**src/rtl/tle_pkg.sv**
```systemverilog
// ----------------------------------------------------------------------------
// tle_pkg
// Shared types and constants for the terminal line editor.
// ----------------------------------------------------------------------------
package tle_pkg;

    localparam logic [7:0] C_BELL  = 8'd7;
    localparam logic [7:0] C_BS    = 8'd8;
    localparam logic [7:0] C_TAB   = 8'd9;
    localparam logic [7:0] C_LF    = 8'd10;
    localparam logic [7:0] C_CR    = 8'd13;
    localparam logic [7:0] C_ESC   = 8'd27;
    localparam logic [7:0] C_SPACE = 8'd32;
    localparam logic [7:0] C_LBRK  = 8'd91;
    localparam logic [7:0] C_DEL   = 8'd127;
    localparam logic [7:0] C_KEY_A = 8'd65;
    localparam logic [7:0] C_KEY_B = 8'd66;
    localparam logic [7:0] C_KEY_C = 8'd67;
    localparam logic [7:0] C_KEY_D = 8'd68;

    typedef struct packed {
        logic [7:0] rx_byte;
        logic       chunk_end;
    } t_in;

    typedef struct packed {
        logic [7:0] out_byte;
        logic       out_kind;
        logic       run_last;
    } t_out;

    typedef enum logic [2:0] {
        OP_INSERT,
        OP_DELETE,
        OP_BELL,
        OP_ENTER,
        OP_RIGHT,
        OP_LEFT
    } t_op;

    typedef struct packed {
        t_op        op;
        logic [7:0] ch;
    } t_cmd;

    typedef enum logic [3:0] {
        S_IDLE,
        S_INS_SHIFT,
        S_INS_ECHO,
        S_INS_LEFT,
        S_DEL_BS,
        S_DEL_SHIFT,
        S_DEL_SPACE,
        S_DEL_LEFT,
        S_BELL,
        S_ENT_CR,
        S_ENT_LF,
        S_ENT_LINE,
        S_ENT_NL,
        S_RIGHT
    } t_state;

endpackage

```
**src/rtl/terminal_line_editor.sv**
```systemverilog
// ----------------------------------------------------------------------------
// terminal_line_editor
// VT100-style line editor: classify received bytes, edit one line, echo.
// ----------------------------------------------------------------------------
//  channel | direction | handshake          | payload
//  rx      | in        | i_valid / o_stall  | t_in  (rx_byte, chunk_end)
//  tx      | out       | o_valid / i_stall  | t_out (out_byte, out_kind, run_last)
//
//  Bytes that cause no command are never stalled. An edit works through the
//  line tail byte by byte (shift, read back and echo, step the cursor back),
//  paced by the shift and echo sequencer and its registered-read line store
//  and by any output stalls.
//  Reset clears cursor, length and escape phase; the store needs no clearing.
//  A two-entry command queue lets the classifier run ahead of the sequencer.
// ----------------------------------------------------------------------------
module terminal_line_editor import tle_pkg::*; #(
    parameter int LINE_DEPTH = 31
) (
    input  logic i_clk,
    input  logic i_rst_n,
    input  logic i_valid,
    output logic o_stall,
    input  t_in  i_data,
    output logic o_valid,
    input  logic i_stall,
    output t_out o_data
);
    logic f_valid, f_stall, q_valid, q_stall;
    t_cmd f_cmd, q_cmd;

    // classify and track escape sequences
    tle_front u_front (
        .i_clk, .i_rst_n, .i_valid, .o_stall, .i_data,
        .o_cmd_valid(f_valid), .i_cmd_stall(f_stall), .o_cmd(f_cmd)
    );

    // hold pending commands
    tle_queue u_queue (
        .i_clk, .i_rst_n, .i_valid(f_valid), .o_stall(f_stall), .i_cmd(f_cmd),
        .o_valid(q_valid), .i_stall(q_stall), .o_cmd(q_cmd)
    );

    // execute edits and echo
    tle_back #(.LINE_DEPTH(LINE_DEPTH)) u_back (
        .i_clk, .i_rst_n, .i_valid(q_valid), .o_stall(q_stall), .i_cmd(q_cmd),
        .o_valid, .i_stall, .o_data
    );
endmodule

```
**src/rtl/tle_front.sv**
```systemverilog
// ----------------------------------------------------------------------------
// tle_front
// Classify received bytes and track escape sequences; issue edit commands.
// ----------------------------------------------------------------------------
module tle_front import tle_pkg::*; (
    input  logic i_clk,
    input  logic i_rst_n,
    input  logic i_valid,
    output logic o_stall,
    input  t_in  i_data,
    output logic o_cmd_valid,
    input  logic i_cmd_stall,
    output t_cmd o_cmd
);
    logic [1:0] r_phase, n_phase;
    logic       cmd_ok;
    logic [7:0] b;
    logic       acc;

    assign b = i_data.rx_byte;

    always_comb begin
        n_phase = r_phase;
        cmd_ok  = 1'b0;
        o_cmd.ch = b;
        o_cmd.op = OP_BELL;
        case (r_phase)
            2'd0: begin
                if (b >= C_SPACE && b < C_DEL) begin
                    cmd_ok = 1'b1; o_cmd.op = OP_INSERT;
                end else if (b == C_BS || b == C_DEL) begin
                    cmd_ok = 1'b1; o_cmd.op = OP_DELETE;
                end else if (b == C_TAB) begin
                    cmd_ok = 1'b1;
                end else if (b == C_CR) begin
                    cmd_ok = 1'b1; o_cmd.op = OP_ENTER;
                end else if (b == C_ESC) begin
                    if (i_data.chunk_end) cmd_ok = 1'b1;
                    else n_phase = 2'd1;
                end
            end
            2'd1: n_phase = (b == C_LBRK) ? 2'd2 : 2'd3;
            2'd2: begin
                n_phase = 2'd3;
                if (b == C_KEY_A || b == C_KEY_B) cmd_ok = 1'b1;
                else if (b == C_KEY_C) begin
                    cmd_ok = 1'b1; o_cmd.op = OP_RIGHT;
                end else if (b == C_KEY_D) begin
                    cmd_ok = 1'b1; o_cmd.op = OP_LEFT;
                end
            end
            default: ;
        endcase
        if (i_data.chunk_end) n_phase = 2'd0;
    end

    // stall only when a command is due and the queue cannot take it
    assign o_stall     = cmd_ok & i_cmd_stall;
    assign acc         = i_valid & ~o_stall;
    assign o_cmd_valid = i_valid & cmd_ok;

    always_ff @(posedge i_clk) begin
        if (!i_rst_n) r_phase <= 2'd0;
        else if (acc) r_phase <= n_phase;
    end
endmodule

```
**src/rtl/tle_queue.sv**
```systemverilog
// ----------------------------------------------------------------------------
// tle_queue
// Two-entry command queue between classifier and executor.
// ----------------------------------------------------------------------------
module tle_queue import tle_pkg::*; (
    input  logic i_clk,
    input  logic i_rst_n,
    input  logic i_valid,
    output logic o_stall,
    input  t_cmd i_cmd,
    output logic o_valid,
    input  logic i_stall,
    output t_cmd o_cmd
);
    t_cmd r_mem [2];
    logic r_wp, r_rp;
    logic [1:0] r_cnt;
    logic wr, rd;

    assign o_stall = (r_cnt == 2'd2);
    assign o_valid = (r_cnt != 2'd0);
    assign o_cmd   = r_mem[r_rp];
    assign wr = i_valid & ~o_stall;
    assign rd = o_valid & ~i_stall;

    always_ff @(posedge i_clk) begin
        if (wr) r_mem[r_wp] <= i_cmd;
    end

    always_ff @(posedge i_clk) begin
        if (!i_rst_n) begin
            r_wp <= 1'b0; r_rp <= 1'b0; r_cnt <= 2'd0;
        end else begin
            if (wr) r_wp <= ~r_wp;
            if (rd) r_rp <= ~r_rp;
            r_cnt <= r_cnt + {1'b0, wr} - {1'b0, rd};
        end
    end
endmodule

```
**src/rtl/tle_back.sv**
```systemverilog
// ----------------------------------------------------------------------------
// tle_back
// Execute edit commands on the line store and emit echo and line bytes.
// ----------------------------------------------------------------------------
module tle_back import tle_pkg::*; #(
    parameter int LINE_DEPTH = 31
) (
    input  logic i_clk,
    input  logic i_rst_n,
    input  logic i_valid,
    output logic o_stall,
    input  t_cmd i_cmd,
    output logic o_valid,
    input  logic i_stall,
    output t_out o_data
);
    localparam int PW = $clog2(LINE_DEPTH + 1);
    localparam int AW = $clog2(LINE_DEPTH);
    localparam logic [PW-1:0] CAP = PW'(LINE_DEPTH);

    logic [7:0] r_mem [LINE_DEPTH];
    t_state r_st, n_st;
    logic [PW-1:0] r_len, n_len, r_cur, n_cur, r_i, n_i, r_n, n_n;
    logic [7:0] r_ch, n_ch, r_rd;
    logic [1:0] r_sub, n_sub;
    logic r_ov, n_ov;
    t_out r_out, n_out;
    logic we;
    logic [AW-1:0] wa, ra;
    logic [7:0] wd;
    logic fire;

    // the output register is free when empty or being taken
    assign fire    = ~r_ov | ~i_stall;
    assign o_valid = r_ov;
    assign o_data  = r_out;
    assign o_stall = (r_st != S_IDLE);

    always_ff @(posedge i_clk) begin
        if (we) r_mem[wa] <= wd;
        r_rd <= r_mem[ra];
    end

    always_comb begin
        n_st = r_st; n_len = r_len; n_cur = r_cur; n_i = r_i; n_n = r_n;
        n_ch = r_ch; n_sub = r_sub; n_ov = r_ov & i_stall; n_out = r_out;
        we = 1'b0; wa = r_i[AW-1:0]; wd = r_rd; ra = r_i[AW-1:0];
        case (r_st)
            S_IDLE: if (i_valid) begin
                n_ch = i_cmd.ch;
                case (i_cmd.op)
                    OP_INSERT: if (r_len < CAP) begin
                        n_n = r_len - r_cur; n_i = r_len; n_sub = 2'd0;
                        n_st = S_INS_SHIFT;
                    end
                    OP_DELETE: n_st = (r_cur == '0) ? S_BELL : S_DEL_BS;
                    OP_ENTER:  n_st = S_ENT_CR;
                    OP_RIGHT: if (r_cur >= r_len) n_st = S_BELL;
                              else begin n_st = S_RIGHT; n_sub = 2'd0; end
                    OP_LEFT: if (r_cur == '0) n_st = S_BELL;
                             else begin n_cur = r_cur - 1'b1;
                                 n_ch = C_BS; n_st = S_BELL; end
                    default: n_st = S_BELL;
                endcase
                if (i_cmd.op != OP_LEFT) n_ch = (i_cmd.op == OP_INSERT) ? i_cmd.ch : C_BELL;
                if (i_cmd.op == OP_LEFT && r_cur == '0) n_ch = C_BELL;
            end
            // move tail up one slot, from the end down to the cursor
            S_INS_SHIFT: begin
                if (r_i == r_cur) begin
                    we = 1'b1; wa = r_cur[AW-1:0]; wd = r_ch;
                    n_i = r_cur; n_sub = 2'd0; n_st = S_INS_ECHO;
                end else if (r_sub == 2'd0) begin
                    ra = AW'(r_i - 1'b1); n_sub = 2'd1;
                end else begin
                    we = 1'b1; n_i = r_i - 1'b1; n_sub = 2'd0;
                end
            end
            S_INS_ECHO: begin
                if (r_sub == 2'd0) begin
                    n_sub = 2'd1;
                end else if (fire) begin
                    n_ov = 1'b1; n_out = '{r_rd, 1'b0, 1'b0};
                    if (r_i == r_len) begin
                        n_len = r_len + 1'b1; n_cur = r_cur + 1'b1;
                        if (r_n == '0) begin
                            n_out.run_last = 1'b1; n_st = S_IDLE;
                        end else n_st = S_INS_LEFT;
                    end else begin
                        n_i = r_i + 1'b1; n_sub = 2'd0;
                    end
                end
            end
            S_INS_LEFT, S_DEL_LEFT: if (fire) begin
                n_ov = 1'b1; n_out = '{C_BS, 1'b0, 1'b0};
                n_n = r_n - 1'b1;
                if (r_n == PW'(1)) begin n_out.run_last = 1'b1; n_st = S_IDLE; end
            end
            S_DEL_BS: if (fire) begin
                n_ov = 1'b1; n_out = '{C_BS, 1'b0, 1'b0};
                n_i = r_cur; n_n = r_len - r_cur + 1'b1; n_sub = 2'd0;
                n_st = S_DEL_SHIFT;
            end
            S_DEL_SHIFT: begin
                if (r_i == r_len) n_st = S_DEL_SPACE;
                else if (r_sub == 2'd0) n_sub = 2'd1;
                else if (r_sub == 2'd1) begin
                    we = 1'b1; wa = AW'(r_i - 1'b1); n_sub = 2'd2;
                end else if (fire) begin
                    n_ov = 1'b1; n_out = '{r_rd, 1'b0, 1'b0};
                    n_i = r_i + 1'b1; n_sub = 2'd0;
                end
            end
            S_DEL_SPACE: if (fire) begin
                n_ov = 1'b1; n_out = '{C_SPACE, 1'b0, 1'b0};
                n_len = r_len - 1'b1; n_cur = r_cur - 1'b1; n_st = S_DEL_LEFT;
            end
            S_BELL: if (fire) begin
                n_ov = 1'b1; n_out = '{r_ch, 1'b0, 1'b1}; n_st = S_IDLE;
            end
            S_RIGHT: if (fire) begin
                n_ov = 1'b1;
                n_out = '{(r_sub == 2'd0) ? C_ESC : (r_sub == 2'd1) ? C_LBRK : C_KEY_C,
                          1'b0, r_sub == 2'd2};
                n_sub = r_sub + 1'b1;
                if (r_sub == 2'd2) begin n_cur = r_cur + 1'b1; n_st = S_IDLE; end
            end
            S_ENT_CR: if (fire) begin
                n_ov = 1'b1; n_out = '{C_CR, 1'b0, 1'b0}; n_st = S_ENT_LF;
            end
            S_ENT_LF: if (fire) begin
                n_ov = 1'b1; n_out = '{C_LF, 1'b0, 1'b0};
                n_i = '0; n_sub = 2'd0; n_st = S_ENT_LINE;
            end
            S_ENT_LINE: begin
                if (r_i == r_len) n_st = S_ENT_NL;
                else if (r_sub == 2'd0) n_sub = 2'd1;
                else if (fire) begin
                    n_ov = 1'b1; n_out = '{r_rd, 1'b1, 1'b0};
                    n_i = r_i + 1'b1; n_sub = 2'd0;
                end
            end
            S_ENT_NL: if (fire) begin
                n_ov = 1'b1; n_out = '{C_LF, 1'b1, 1'b1};
                n_len = '0; n_cur = '0; n_st = S_IDLE;
            end
            default: n_st = S_IDLE;
        endcase
    end

    always_ff @(posedge i_clk) begin
        if (!i_rst_n) begin
            r_st <= S_IDLE; r_len <= '0; r_cur <= '0; r_ov <= 1'b0; r_sub <= 2'd0;
        end else begin
            r_st <= n_st; r_len <= n_len; r_cur <= n_cur; r_ov <= n_ov; r_sub <= n_sub;
        end
        r_i <= n_i; r_n <= n_n; r_ch <= n_ch; r_out <= n_out;
    end
endmodule
```
**config.mk**
```make
export PLATFORM = sky130hd
export DESIGN_NAME = terminal_line_editor
export DESIGN_NICKNAME = d
export VERILOG_FILES = /design/src/rtl/tle_pkg.sv /design/src/rtl/terminal_line_editor.sv /design/src/rtl/tle_front.sv /design/src/rtl/tle_queue.sv /design/src/rtl/tle_back.sv
export SDC_FILE = /design/constraint.sdc
export NUM_CORES = 1
export LEC_CHECK = 0
export ABC_AREA = 1
export BUFFER_PORTS_ARGS = -buffer_cell sky130_fd_sc_hd__buf_2
export CAP_MARGIN = 25
export CORE_AREA = 5 5 189 172
export DETAILED_ROUTE_END_ITERATION = 10
export DIE_AREA = 0 0 194 177
export PLACE_DENSITY = 0.73
export SYNTH_ARGS = -nofsm -noshare
export SYNTH_HDL_FRONTEND = slang
export SYNTH_SLANG_ARGS = --single-unit
export TNS_END_PERCENT = 100
```
**constraint.sdc**
```tcl
create_clock -name i_clk -period 2.8 [get_ports i_clk]
set_input_delay 0.42 -clock i_clk [delete_from_list [all_inputs] [get_ports i_clk]]
set_output_delay 0.42 -clock i_clk [all_outputs]
set_load 0.02 [all_outputs]
```
==> results of run 1 <==
-- flip-flops by register name (all words and copies together), names as in the netlist, named ones only --
name,count
u_back.o_data,10
u_back.o_valid,1
u_back.r_ch,8
u_back.r_cur,5
u_back.r_i,5
u_back.r_len,5
u_back.r_mem,248
u_back.r_n,5
u_back.r_rd,8
u_back.r_st,4
u_back.r_sub,2
u_front.r_phase,2
u_queue.r_cnt,2
u_queue.r_mem,22
u_queue.r_rp,1
u_queue.r_wp,1
-- routing by layer --
metal	vias to the layer above	routed length [µm]
met5	-	0
met4	0	986
met3	79	4432
met2	601	19660
met1	6181	18910
li1	6143	-
-- worst max-delay path, stage by stage (launching register included) --
cell      delay, ns
edfxtp_1       0.46
inv_2          0.10
nand2_1        0.06
nand2_1        0.05
nor2_1         0.18
nand3_4        0.16
nand2_4        0.19
nand2_4        0.11
nand2_4        0.19
buf_12         0.26
nand2_1        0.09
nand3_1        0.07
nand3_1        0.10
nand3_1        0.13
nand2_1        0.08
nand2_1        0.15
nand2_1        0.07
-- layout by cell type, fill, tap and decap left out, types with 4 or more instances in the layout --
cell type / instances
o21ai_2: 5
bufinv_16: 4
ha_1: 24
nand3b_1: 36
nand3_1: 297
a211oi_1: 7
buf_2: 24
o221ai_1: 5
or2_2: 8
xor2_1: 14
a21oi_1: 51
o211ai_1: 9
o22ai_1: 5
dfxtp_1: 32
nor4_1: 4
inv_1: 218
nor2_2: 8
nand2_1: 406
buf_4: 114
o21ai_0: 49
nand2_4: 4
nand4_1: 11
edfxtp_1: 298
buf_12: 15
nand2_2: 5
nor2_1: 110
clkbuf_1: 13
inv_2: 7
nor3_1: 13
clkinv_1: 6
xnor2_1: 7
clkbuf_16: 36
-- power breakdown --
group          switching [µW]  internal, µW  total (µW)
Sequential                302          6490        6790
Combinational            6870          3210       10100
Clock                    1830          2820        4650
-- per-stage QoR --
stage               setup WS [ns]  setup TNS, ns  area, µm²  std cells  power, µW
detailed placement         0.1095              0      17830       2235      16650
floorplan                 -0.2861         -17.74      16410       1744      13020
CTS                       0.09125              0      18990       2299      21350
finish                     0.1950              0      19040       2300      21520
global placement           0.1444              0      17830       2235      16550
global route              0.01523              0      19040       2300      22810
-- repair_timing --
| item | 4_1_cts | 5_1_grt |
|---|---|---|
| setup endpoints to repair | 0 | 183 |
| gates resized for setup | 0 | 13 |
| hold buffers | 0 | 0 |
| setup buffers | 0 | 1 |
-- layout make-up --
type | instances | area share [%]
Inverter | 229 | 4.514
Tap cell | 409 | 2.687
Clock buffer | 51 | 5.131
Sequential cell | 330 | 50.35
Multi-Input combinational cell | 1114 | 29.56
Timing Repair Buffer | 154 | 6.761
Clock inverter | 13 | 0.9921
-- worst paths after layout --
kind,end,depth (start not counted),slack (ns)
hold reg to reg,u_queue.r_rp$_SDFFE_PN0P_,1,0.47
hold / removal,u_queue.r_mem[0][3]$_DFFE_PP_,1,0.16
setup / recovery,u_back.r_rd[4]$_DFF_P_,16,0.20
setup reg to reg,u_back.r_rd[4]$_DFF_P_,16,0.20
-- logic make-up after synthesis --
family	after synthesis
AO/OA/AOI/OAI	151
XOR/XNOR	21
adder cells (fa/ha/maj)	27
buffers and inverters	300
flip-flops	330
multiplexers	3
AND/OR/NAND/NOR	912
==> flow_summary.yaml, run 1 <==
finish:
  drive_above_1_share_pct: 13.38
  fill_cells: 2485
  n_antenna_cell: 0
  multiInputGateArea_um2: 5629
  final_core_util_pct: 62.53
  area.sequential_um2: 9589
  syn_to_final_growth_pct: 16.09
  nets: 1904
critical_path:
  crit_arrival_ns: 3.01
  crit_path_end_kind: "flop"
  path_max_fanout: 50
  cp-start-kind: "flop"
  timing.rr.start: "u_back.r_i[1]$_DFFE_PP_"
  worstSetupPathType: "flop to flop"
  crit_required_ns: 3.20
  startpoint: "u_back.r_i[1]$_DFFE_PP_"
floorplanning:
  dieArea_um2: 34340
  io_pins: 25
  start_util_pct: 53.87
  core_um2: 30450
  rows: 61
  die_w_um: 194
  chipHeight_um: 177
logic_synthesis:
  synth-seq-area-share_pct: 58.45
  synthAdderAreaFrac_pct: 2.197
  synth_edf_count: 298
  synthTopCellsByArea: "edfxtp_1 55%, nand2_1 9.3%, nand3_1 9.1%"
  synth_compound_area_share_pct: 5.476
  syn_nets: 1784
  syn_inst: 1744
  yosysMostFrequentCell: "nand2_1"
  synth_top_family_by_area: "simple AND/OR/NAND/NOR gates"
  synth_top_area_share_pct: 54.55
  async_flop_share_pct: 0
  synth_xor_area_share_pct: 1.121
  muxShareOfSynthArea_pct: 0.2059
  synth_top_area_cell: "edfxtp_1"
  ys.flop_type: "edfxtp_1"
  yosys_warnings: 0
  synthSimpleGateAreaFrac_pct: 24.81
  ys_ff_latch: 330
  synth.cell_area_um2: 16400
  synth_cell_types: 49
  yosys-top-cells-count: "408 x nand2_1, 298 x edfxtp_1, 298 x nand3_1, 219 x inv_1, 115 x nor2_1"
  syn_avg_cell_area_um2: 9.406
routing:
  antenna_left: 0
  vias: 13000
  first_pass_iters: 5
  post_drt_wl_per_cell_um: 19.12
  wl_mm: 43.98
  vias_per_cell: 5.654
  post-route-drc-count: 0
  drt_iter0_markers: 1400
timing:
  whs_ns: 0.1592
  skew_ns: 0.03200
  worst_pin_slew_ns: 0.8840
  clock.fmax_ghz: 0.3839
  slew_headroom_pct: 41.07
  fin_crit_sh_pct: 93.03
  hold_viol_final: 0
  finalMaxSlewViolations: 0
  finalCriticalPeriod_ns: 2.605
  setup_viol: 0
  rsz0062_at_grt: "no"
cts:
  root_buffer: "clkbuf_16"
  cts.sinks: 330
  clock_path_buffers: 3
  insertion_delay_ns: 0.52
  cts_max_level: 2
  clkTransAtPathRegs_ns: 0.06
  cts_inserted_buffers: 35
  cts_tree: "built"
global_routing:
  grt_overflow: 0
  track_usage_pct: 25.54
  use_met3_pct: 6.604
  grt_pass1_wl_mm: 69.15
  antenna_found_initial: 0
  grt_use_met2_pct: 39.31
  grt_pass1_vias: 12500
  grt_util_met1_pct: 36.65
  grt_max_degree: 89
  busiest_layer: "met2"
hold_path:
  hp-class: "input port to flop"
  min_from: "i_data[4]"
placement:
  place_hpwl_mm: 29.61
  place.gp.congestion: 0.9611
  port-buffer-count: 24
pwr:
  power.leakage_uw: 0.008056
  power_density_nw_per_um2: 1130
  peakVddDrop_mv: 0.8141
run_status:
  status: "finished clean"
job:
  drv_cap: 0
Note: power is estimated with default switching activity, not from simulation.
==> inputs of run 2 (changes only) <==
Settings changed: BUFFER_PORTS_ARGS -buffer_cell sky130_fd_sc_hd__buf_2 to -buffer_cell sky130_fd_sc_hd__buf_4.
==> run 2 against run 1 <==
Effect of this change:
- first-iteration DRC count grew 1.7%
- clock power shrank 6.0%
- sequential power grew 0.6%
- clock-buffer cell count shrank 6
- sequential share of layout area grew 0.68 points
- critical path depth shrank 5
- utilization shrank 0.82 points
- critical path type unchanged
- critical endpoint is now u_back.r_mem[5][0]$_DFFE_PP_
==> flow_summary.yaml, run 2 (synthesis gave the netlist of run 1 again) <==
critical_path:
  crit_path_end_kind: "flop"
  critPathBufInv: 1
  cp-start-kind: "flop"
  worstSetupPathType: "flop to flop"
  cp_top_family: "simple AND/OR/NAND/NOR gates"
  path_common_cell: "nand3_1"
  worstPathCellList: "xor2_1 > a21oi_1 > nand3_2 > nand3_1 > o21ai_0 > nand3_1 > nand3_1 > nor2_1 > nand2_1 > nor2_1 > buf_4"
  path_max_fanout: 8
  crit_path_top_delay_cell: "edfxtp_1"
  critical-path-max-stage-delay_ns: 0.47
  crit_arrival_ns: 2.91
  crit_required_ns: 3.01
finish:
  drive_above_1_share_pct: 12.27
  nets: 1891
  regMostFlops: "u_back.r_mem"
  fin_cells: 2283
  n_antenna_cell: 0
  final_core_util_pct: 61.72
  syn_to_final_growth_pct: 14.57
  layout_commonest_cell: "nand2_1"
  largest_reg_flops: 248
  final_cell_mix: "408 x nand2_1, 298 x nand3_1, 298 x edfxtp_1"
cts:
  cts_max_level: 2
  insertion_delay_ns: 0.51
  cts_tree: "built"
  clock_path_buffers: 3
  root_buffer: "clkbuf_16"
  postCtsHoldBufs: 0
  clkTransAtPathRegs_ns: 0.06
  cts_inserted_buffers: 35
  cts.sinks: 330
floorplanning:
  io_pins: 25
  die_w_um: 194
  chipHeight_um: 177
  rows: 61
  dieArea_um2: 34340
  start_util_pct: 53.87
  core_um2: 30450
timing:
  hold_viol_final: 0
  slew_headroom_pct: 40.50
  setup_viol: 0
  skew_ns: 0.01147
  finalCriticalPeriod_ns: 2.695
  rsz0062_at_grt: "yes"
  finalMaxSlewViolations: 0
  fin_crit_sh_pct: 96.24
  worst_pin_slew_ns: 0.8924
  clock.fmax_ghz: 0.3711
global_routing:
  grt_pass1_vias: 12250
  grt_overflow: 0
  antenna_found_initial: 0
  grt_max_degree: 57
  track_usage_pct: 25.08
  grt_pass1_wl_mm: 67.57
routing:
  vias: 13050
  antenna_left: 0
  post_drt_wl_per_cell_um: 19.17
  drt_iter0_markers: 1424
  post-route-drc-count: 0
  first_pass_iters: 8
  wl_mm: 43.76
  vias_per_cell: 5.714
job:
  drv_cap: 0
placement:
  place_inst: 2222
  port-buffer-count: 24
  place.gp.congestion: 0.9845
  place_hpwl_mm: 29.58
run_status:
  status: "finished clean"
pwr:
  power_density_nw_per_um2: 1116
  power.leakage_uw: 0.007931
  power_uw: 20980
  peakVddDrop_mv: 0.6187
hold_path:
  hp-class: "input port to flop"
-- run 2: cell type report --
type                       instances  area, µm²
tap                              409      511.7
multi-input combinational       1114       5592
timing repair buffer             141       1175
clock inverter                    15      151.4
sequential                       330       9592
fill                            2448      11660
inverter                         229      859.6
clock buffer                      45      913.4
-- run 2: repair_timing --
action,4_1_cts,5_1_grt
endpoints found under the setup margin,0,202
buffers inserted,0,1
gates resized for setup,0,5
-- run 2: final timing paths --
kind                              from                            end  slack, ns  cells after the start
max            u_back.r_i[2]$_DFFE_PP_   u_back.r_mem[5][0]$_DFFE_PP_       0.11                     11
min                          i_data[7]  u_queue.r_mem[1][6]$_DFFE_PP_       0.13                      1
max reg2reg    u_back.r_i[2]$_DFFE_PP_   u_back.r_mem[5][0]$_DFFE_PP_       0.11                     11
min reg2reg  u_queue.r_rp$_SDFFE_PN0P_                           flop       0.46                      1
-- run 2: layer usage --
metal	wire length [µm]	up-vias	track usage (%)	part of all wire, %
li1	-	6115	-	-
met4	1262	0	7.996	2.9
met3	4596	106	5.596	11
met1	18650	6146	36.17	43
met5	0	-	0.2849	0
met2	19250	679	38.27	44
-- run 2: report_power, final --
| part | switching [µW] | internal, µW | total (µW) |
|---|---|---|---|
| clock network | 1790 | 2580 | 4370 |
| logic | 6730 | 3040 | 9770 |
| registers | 337 | 6500 | 6830 |
| total | 8860 | 12100 | 21000 |
-- run 2: per-stage QoR --
step	hold slack [ns]	TNS, ns	instance area [µm²]	worst slack, ns
after global routing	0.1112	-0.4807	18790	-0.02242
after global placement	0.4358	0	17710	0.1237
after detailed placement	0.4542	0	17710	0.1274
after floorplan	0.4255	-17.74	16410	-0.2861
after CTS	0.1138	0	18780	0.05869
final	0.1301	0	18790	0.1052
==> inputs of run 3 (changes only) <==
Settings changed: ABC_AREA 1 to unset, CORE_AREA 5 5 189 172 to 5 5 187 171, DIE_AREA 0 0 194 177 to 0 0 192 176.
==> run 3 against run 2 <==
Effect of this change:
- non-clock buffer count up 96
- global-route usage increased by 1.4 points
- fmax decreased by 3.4%
- highest routed layer unchanged
==> flow_summary.yaml, run 3 <==
pwr:
  pwr-share-comb_pct: 51.5
  power.leakage_uw: 0.007088
  peakVddDrop_mv: 0.6741
  p_int_uw: 13880
  seq_power_share_pct: 29.2
  power_density_nw_per_um2: 1145
  p_sw_share_pct: 39.73
  p_clk_share_pct: 19.3
  netSwitchingPower_uw: 9145
floorplanning:
  io_pins: 25
  rows: 60
  die_w_um: 192
  dieArea_um2: 33790
  core_um2: 29650
  chipHeight_um: 176
  start_util_pct: 54.28
timing:
  skew_ns: 0.01202
  worst_pin_slew_ns: 0.8530
  finalCriticalPeriod_ns: 2.789
  rsz0062_at_grt: "yes"
  slew_headroom_pct: 43.07
  whs_ns: 0.1351
  clock.fmax_ghz: 0.3585
  setup_viol: 0
  fin_crit_sh_pct: 99.62
  hold_viol_final: 0
  finalMaxSlewViolations: 0
  fin_ws_ns: 0.01078
global_routing:
  grt_use_met2_pct: 40.86
  track_usage_pct: 26.44
  busiest_layer: "met2"
  antenna_found_initial: 0
  use_met3_pct: 4.172
  grt_pass1_vias: 11900
  grt_util_met1_pct: 39.71
  grt_overflow: 0
  grt_pass1_wl_mm: 69.08
  grt_max_degree: 48
routing:
  post-route-drc-count: 0
  wl_mm: 46.00
  antenna_left: 0
  vias_per_cell: 6.310
  first_pass_iters: 5
  drt_iter0_markers: 1549
  vias: 12660
  post_drt_wl_per_cell_um: 22.93
logic_synthesis:
  ys_ff_latch: 330
  synth.cell_area_um2: 16100
  synth_cell_types: 70
  syn_inst: 1383
  synth_top_area_cell: "edfxtp_1"
  yosys-top-cells-count: "298 x edfxtp_1, 165 x nand2_1, 99 x nor2_1, 91 x a21oi_1, 70 x nor3_1"
  synth_edf_count: 298
  yosys_warnings: 0
  async_flop_share_pct: 0
  synth-seq-area-share_pct: 59.58
  syn_nets: 1423
  ys.flop_type: "edfxtp_1"
  syn_avg_cell_area_um2: 11.64
  yosysMostFrequentCell: "edfxtp_1"
  synth_top_area_share_pct: 55.60
  synthTopCellsByArea: "edfxtp_1 56%, dfxtp_1 4.0%, nand2_1 3.8%"
placement:
  port-buffer-count: 24
  place.gp.congestion: 0.9554
  place_hpwl_mm: 31.60
  place_inst: 1926
  placed_cell_area_um2: 18410
  pre_cts_ws_ns: -0.1919
finish:
  fin_area_um2: 20100
  drive_above_1_share_pct: 26.95
  largest_reg_flops: 248
  layout_commonest_cell: "edfxtp_1"
  final_cell_mix: "298 x edfxtp_1, 197 x buf_4, 160 x nand2_1"
  regMostFlops: "u_back.r_mem"
  n_antenna_cell: 0
  fill_cells: 2116
  final_core_util_pct: 67.80
  nets: 1618
  syn_to_final_growth_pct: 24.91
  fin_cells: 2006
  area.sequential_um2: 9589
  multiInputGateArea_um2: 6629
cts:
  cts_tree: "built"
  cts.sinks: 330
  root_buffer: "clkbuf_16"
  postCtsHoldBufs: 0
  clkTransAtPathRegs_ns: 0.06
  cts_max_level: 2
  insertion_delay_ns: 0.52
  clock_path_buffers: 3
  cts_inserted_buffers: 34
critical_path:
  cp-start-kind: "flop"
  critical-path-max-stage-delay_ns: 0.41
  crit_path_end_kind: "flop"
  crit_required_ns: 3.19
  critPathBufInv: 3
  crit_arrival_ns: 3.18
  path_max_fanout: 8
  path_common_cell: "buf_4"
  worstPathCellList: "nor4b_4 > buf_4 > a21oi_1 > a31oi_2 > and2_4 > buf_4 > mux2_2 > o22ai_1 > buf_4 > a311o_1 > nand3_1"
  worstSetupPathType: "flop to flop"
  crit_path_top_delay_cell: "dfxtp_1"
  cp_top_family: "simple AND/OR/NAND/NOR gates"
job:
  drv_cap: 0
hold_path:
  hp-class: "input port to flop"
run_status:
  status: "finished clean"
## run 3: cell types whose count changed after synthesis, sizes merged, moves of 34 or more
cell and change:
o22ai +35, nor3 +57, nand2 -250, a21oi +39, nand3 -265, inv -191
clkbuf +41, mux2i +45, buf -34, a32oi +35
## run 3: repair_timing
| action | 4_1_cts | 5_1_grt |
|---|---|---|
| buffers inserted | 6 | 12 |
| gates resized for setup | 16 | 80 |
| setup endpoints to repair | 52 | 268 |
| pin swaps | 10 | 26 |
| cloned | 1 | 2 |
## run 3: cells by family after synthesis
logic type	Yosys count	share of synthesized area (%)
buffers and inverters	112	2.783
xor gates and xnor gates	33	1.889
AOI/OAI and AO/OA	352	14.77
adders and majority gates	28	2.301
DFF	330	59.58
and+or+nand+nor	444	12.57
muxes	84	6.110
## run 3: area by class of cell
type	instances	share of cell area [%]
flip-flops and latches	330	47.70
multi-input cells	941	32.97
repair buffers	237	10.79
clock buffers	44	4.525
well taps	403	2.508
clock inverters	17	0.8651
inverters	34	0.6472
## run 3: metrics by stage
| stage | total power [µW] | TNS [ns] |
|---|---|---|
| floorplan | 13110 | 0 |
| global placement | 17210 | -1.878 |
| detailed placement | 17430 | -1.362 |
| CTS | 22060 | -0.7565 |
| global route | 24100 | -2.134 |
| finish | 23020 | 0 |
## run 3: final timing paths
path	startpoint	endpoint	slack, ns	depth (start not counted)
setup / recovery	u_back.r_st[0]$_SDFFE_PN0P_	u_back.r_rd[3]$_DFF_P_	0.01	11
hold / removal	i_data[6]	u_queue.r_mem[1][5]$_DFFE_PP_	0.14	1
hold reg to reg	u_back.r_sub[1]$_SDFFE_PN0P_	u_back.r_sub[1]$_SDFFE_PN0P_	0.52	2
setup reg to reg	u_back.r_st[0]$_SDFFE_PN0P_	u_back.r_rd[3]$_DFF_P_	0.01	11
## run 3: routing by layer
layer / share of wire (%) / wire length (µm) / vias up
li1: - / - / 5714
met1: 43 / 19790 / 6232
met2: 46 / 20960 / 628
met3: 8.8 / 4065 / 84
met4: 2.6 / 1188 / 0
met5: 0 / 0 / -
## run 3: power groups by stage
stage / sequential (µW) / clock (µW) / combinational (µW)
2_1_floorplan: 6730 / 0 / 6370
3_3_place_gp: 6800 / 0 / 10400
3_5_place_dp: 6810 / 0 / 10600
4_1_cts: 6700 / 4480 / 10900
5_1_grt: 6760 / 4700 / 12600
6_report: 6730 / 4440 / 11900
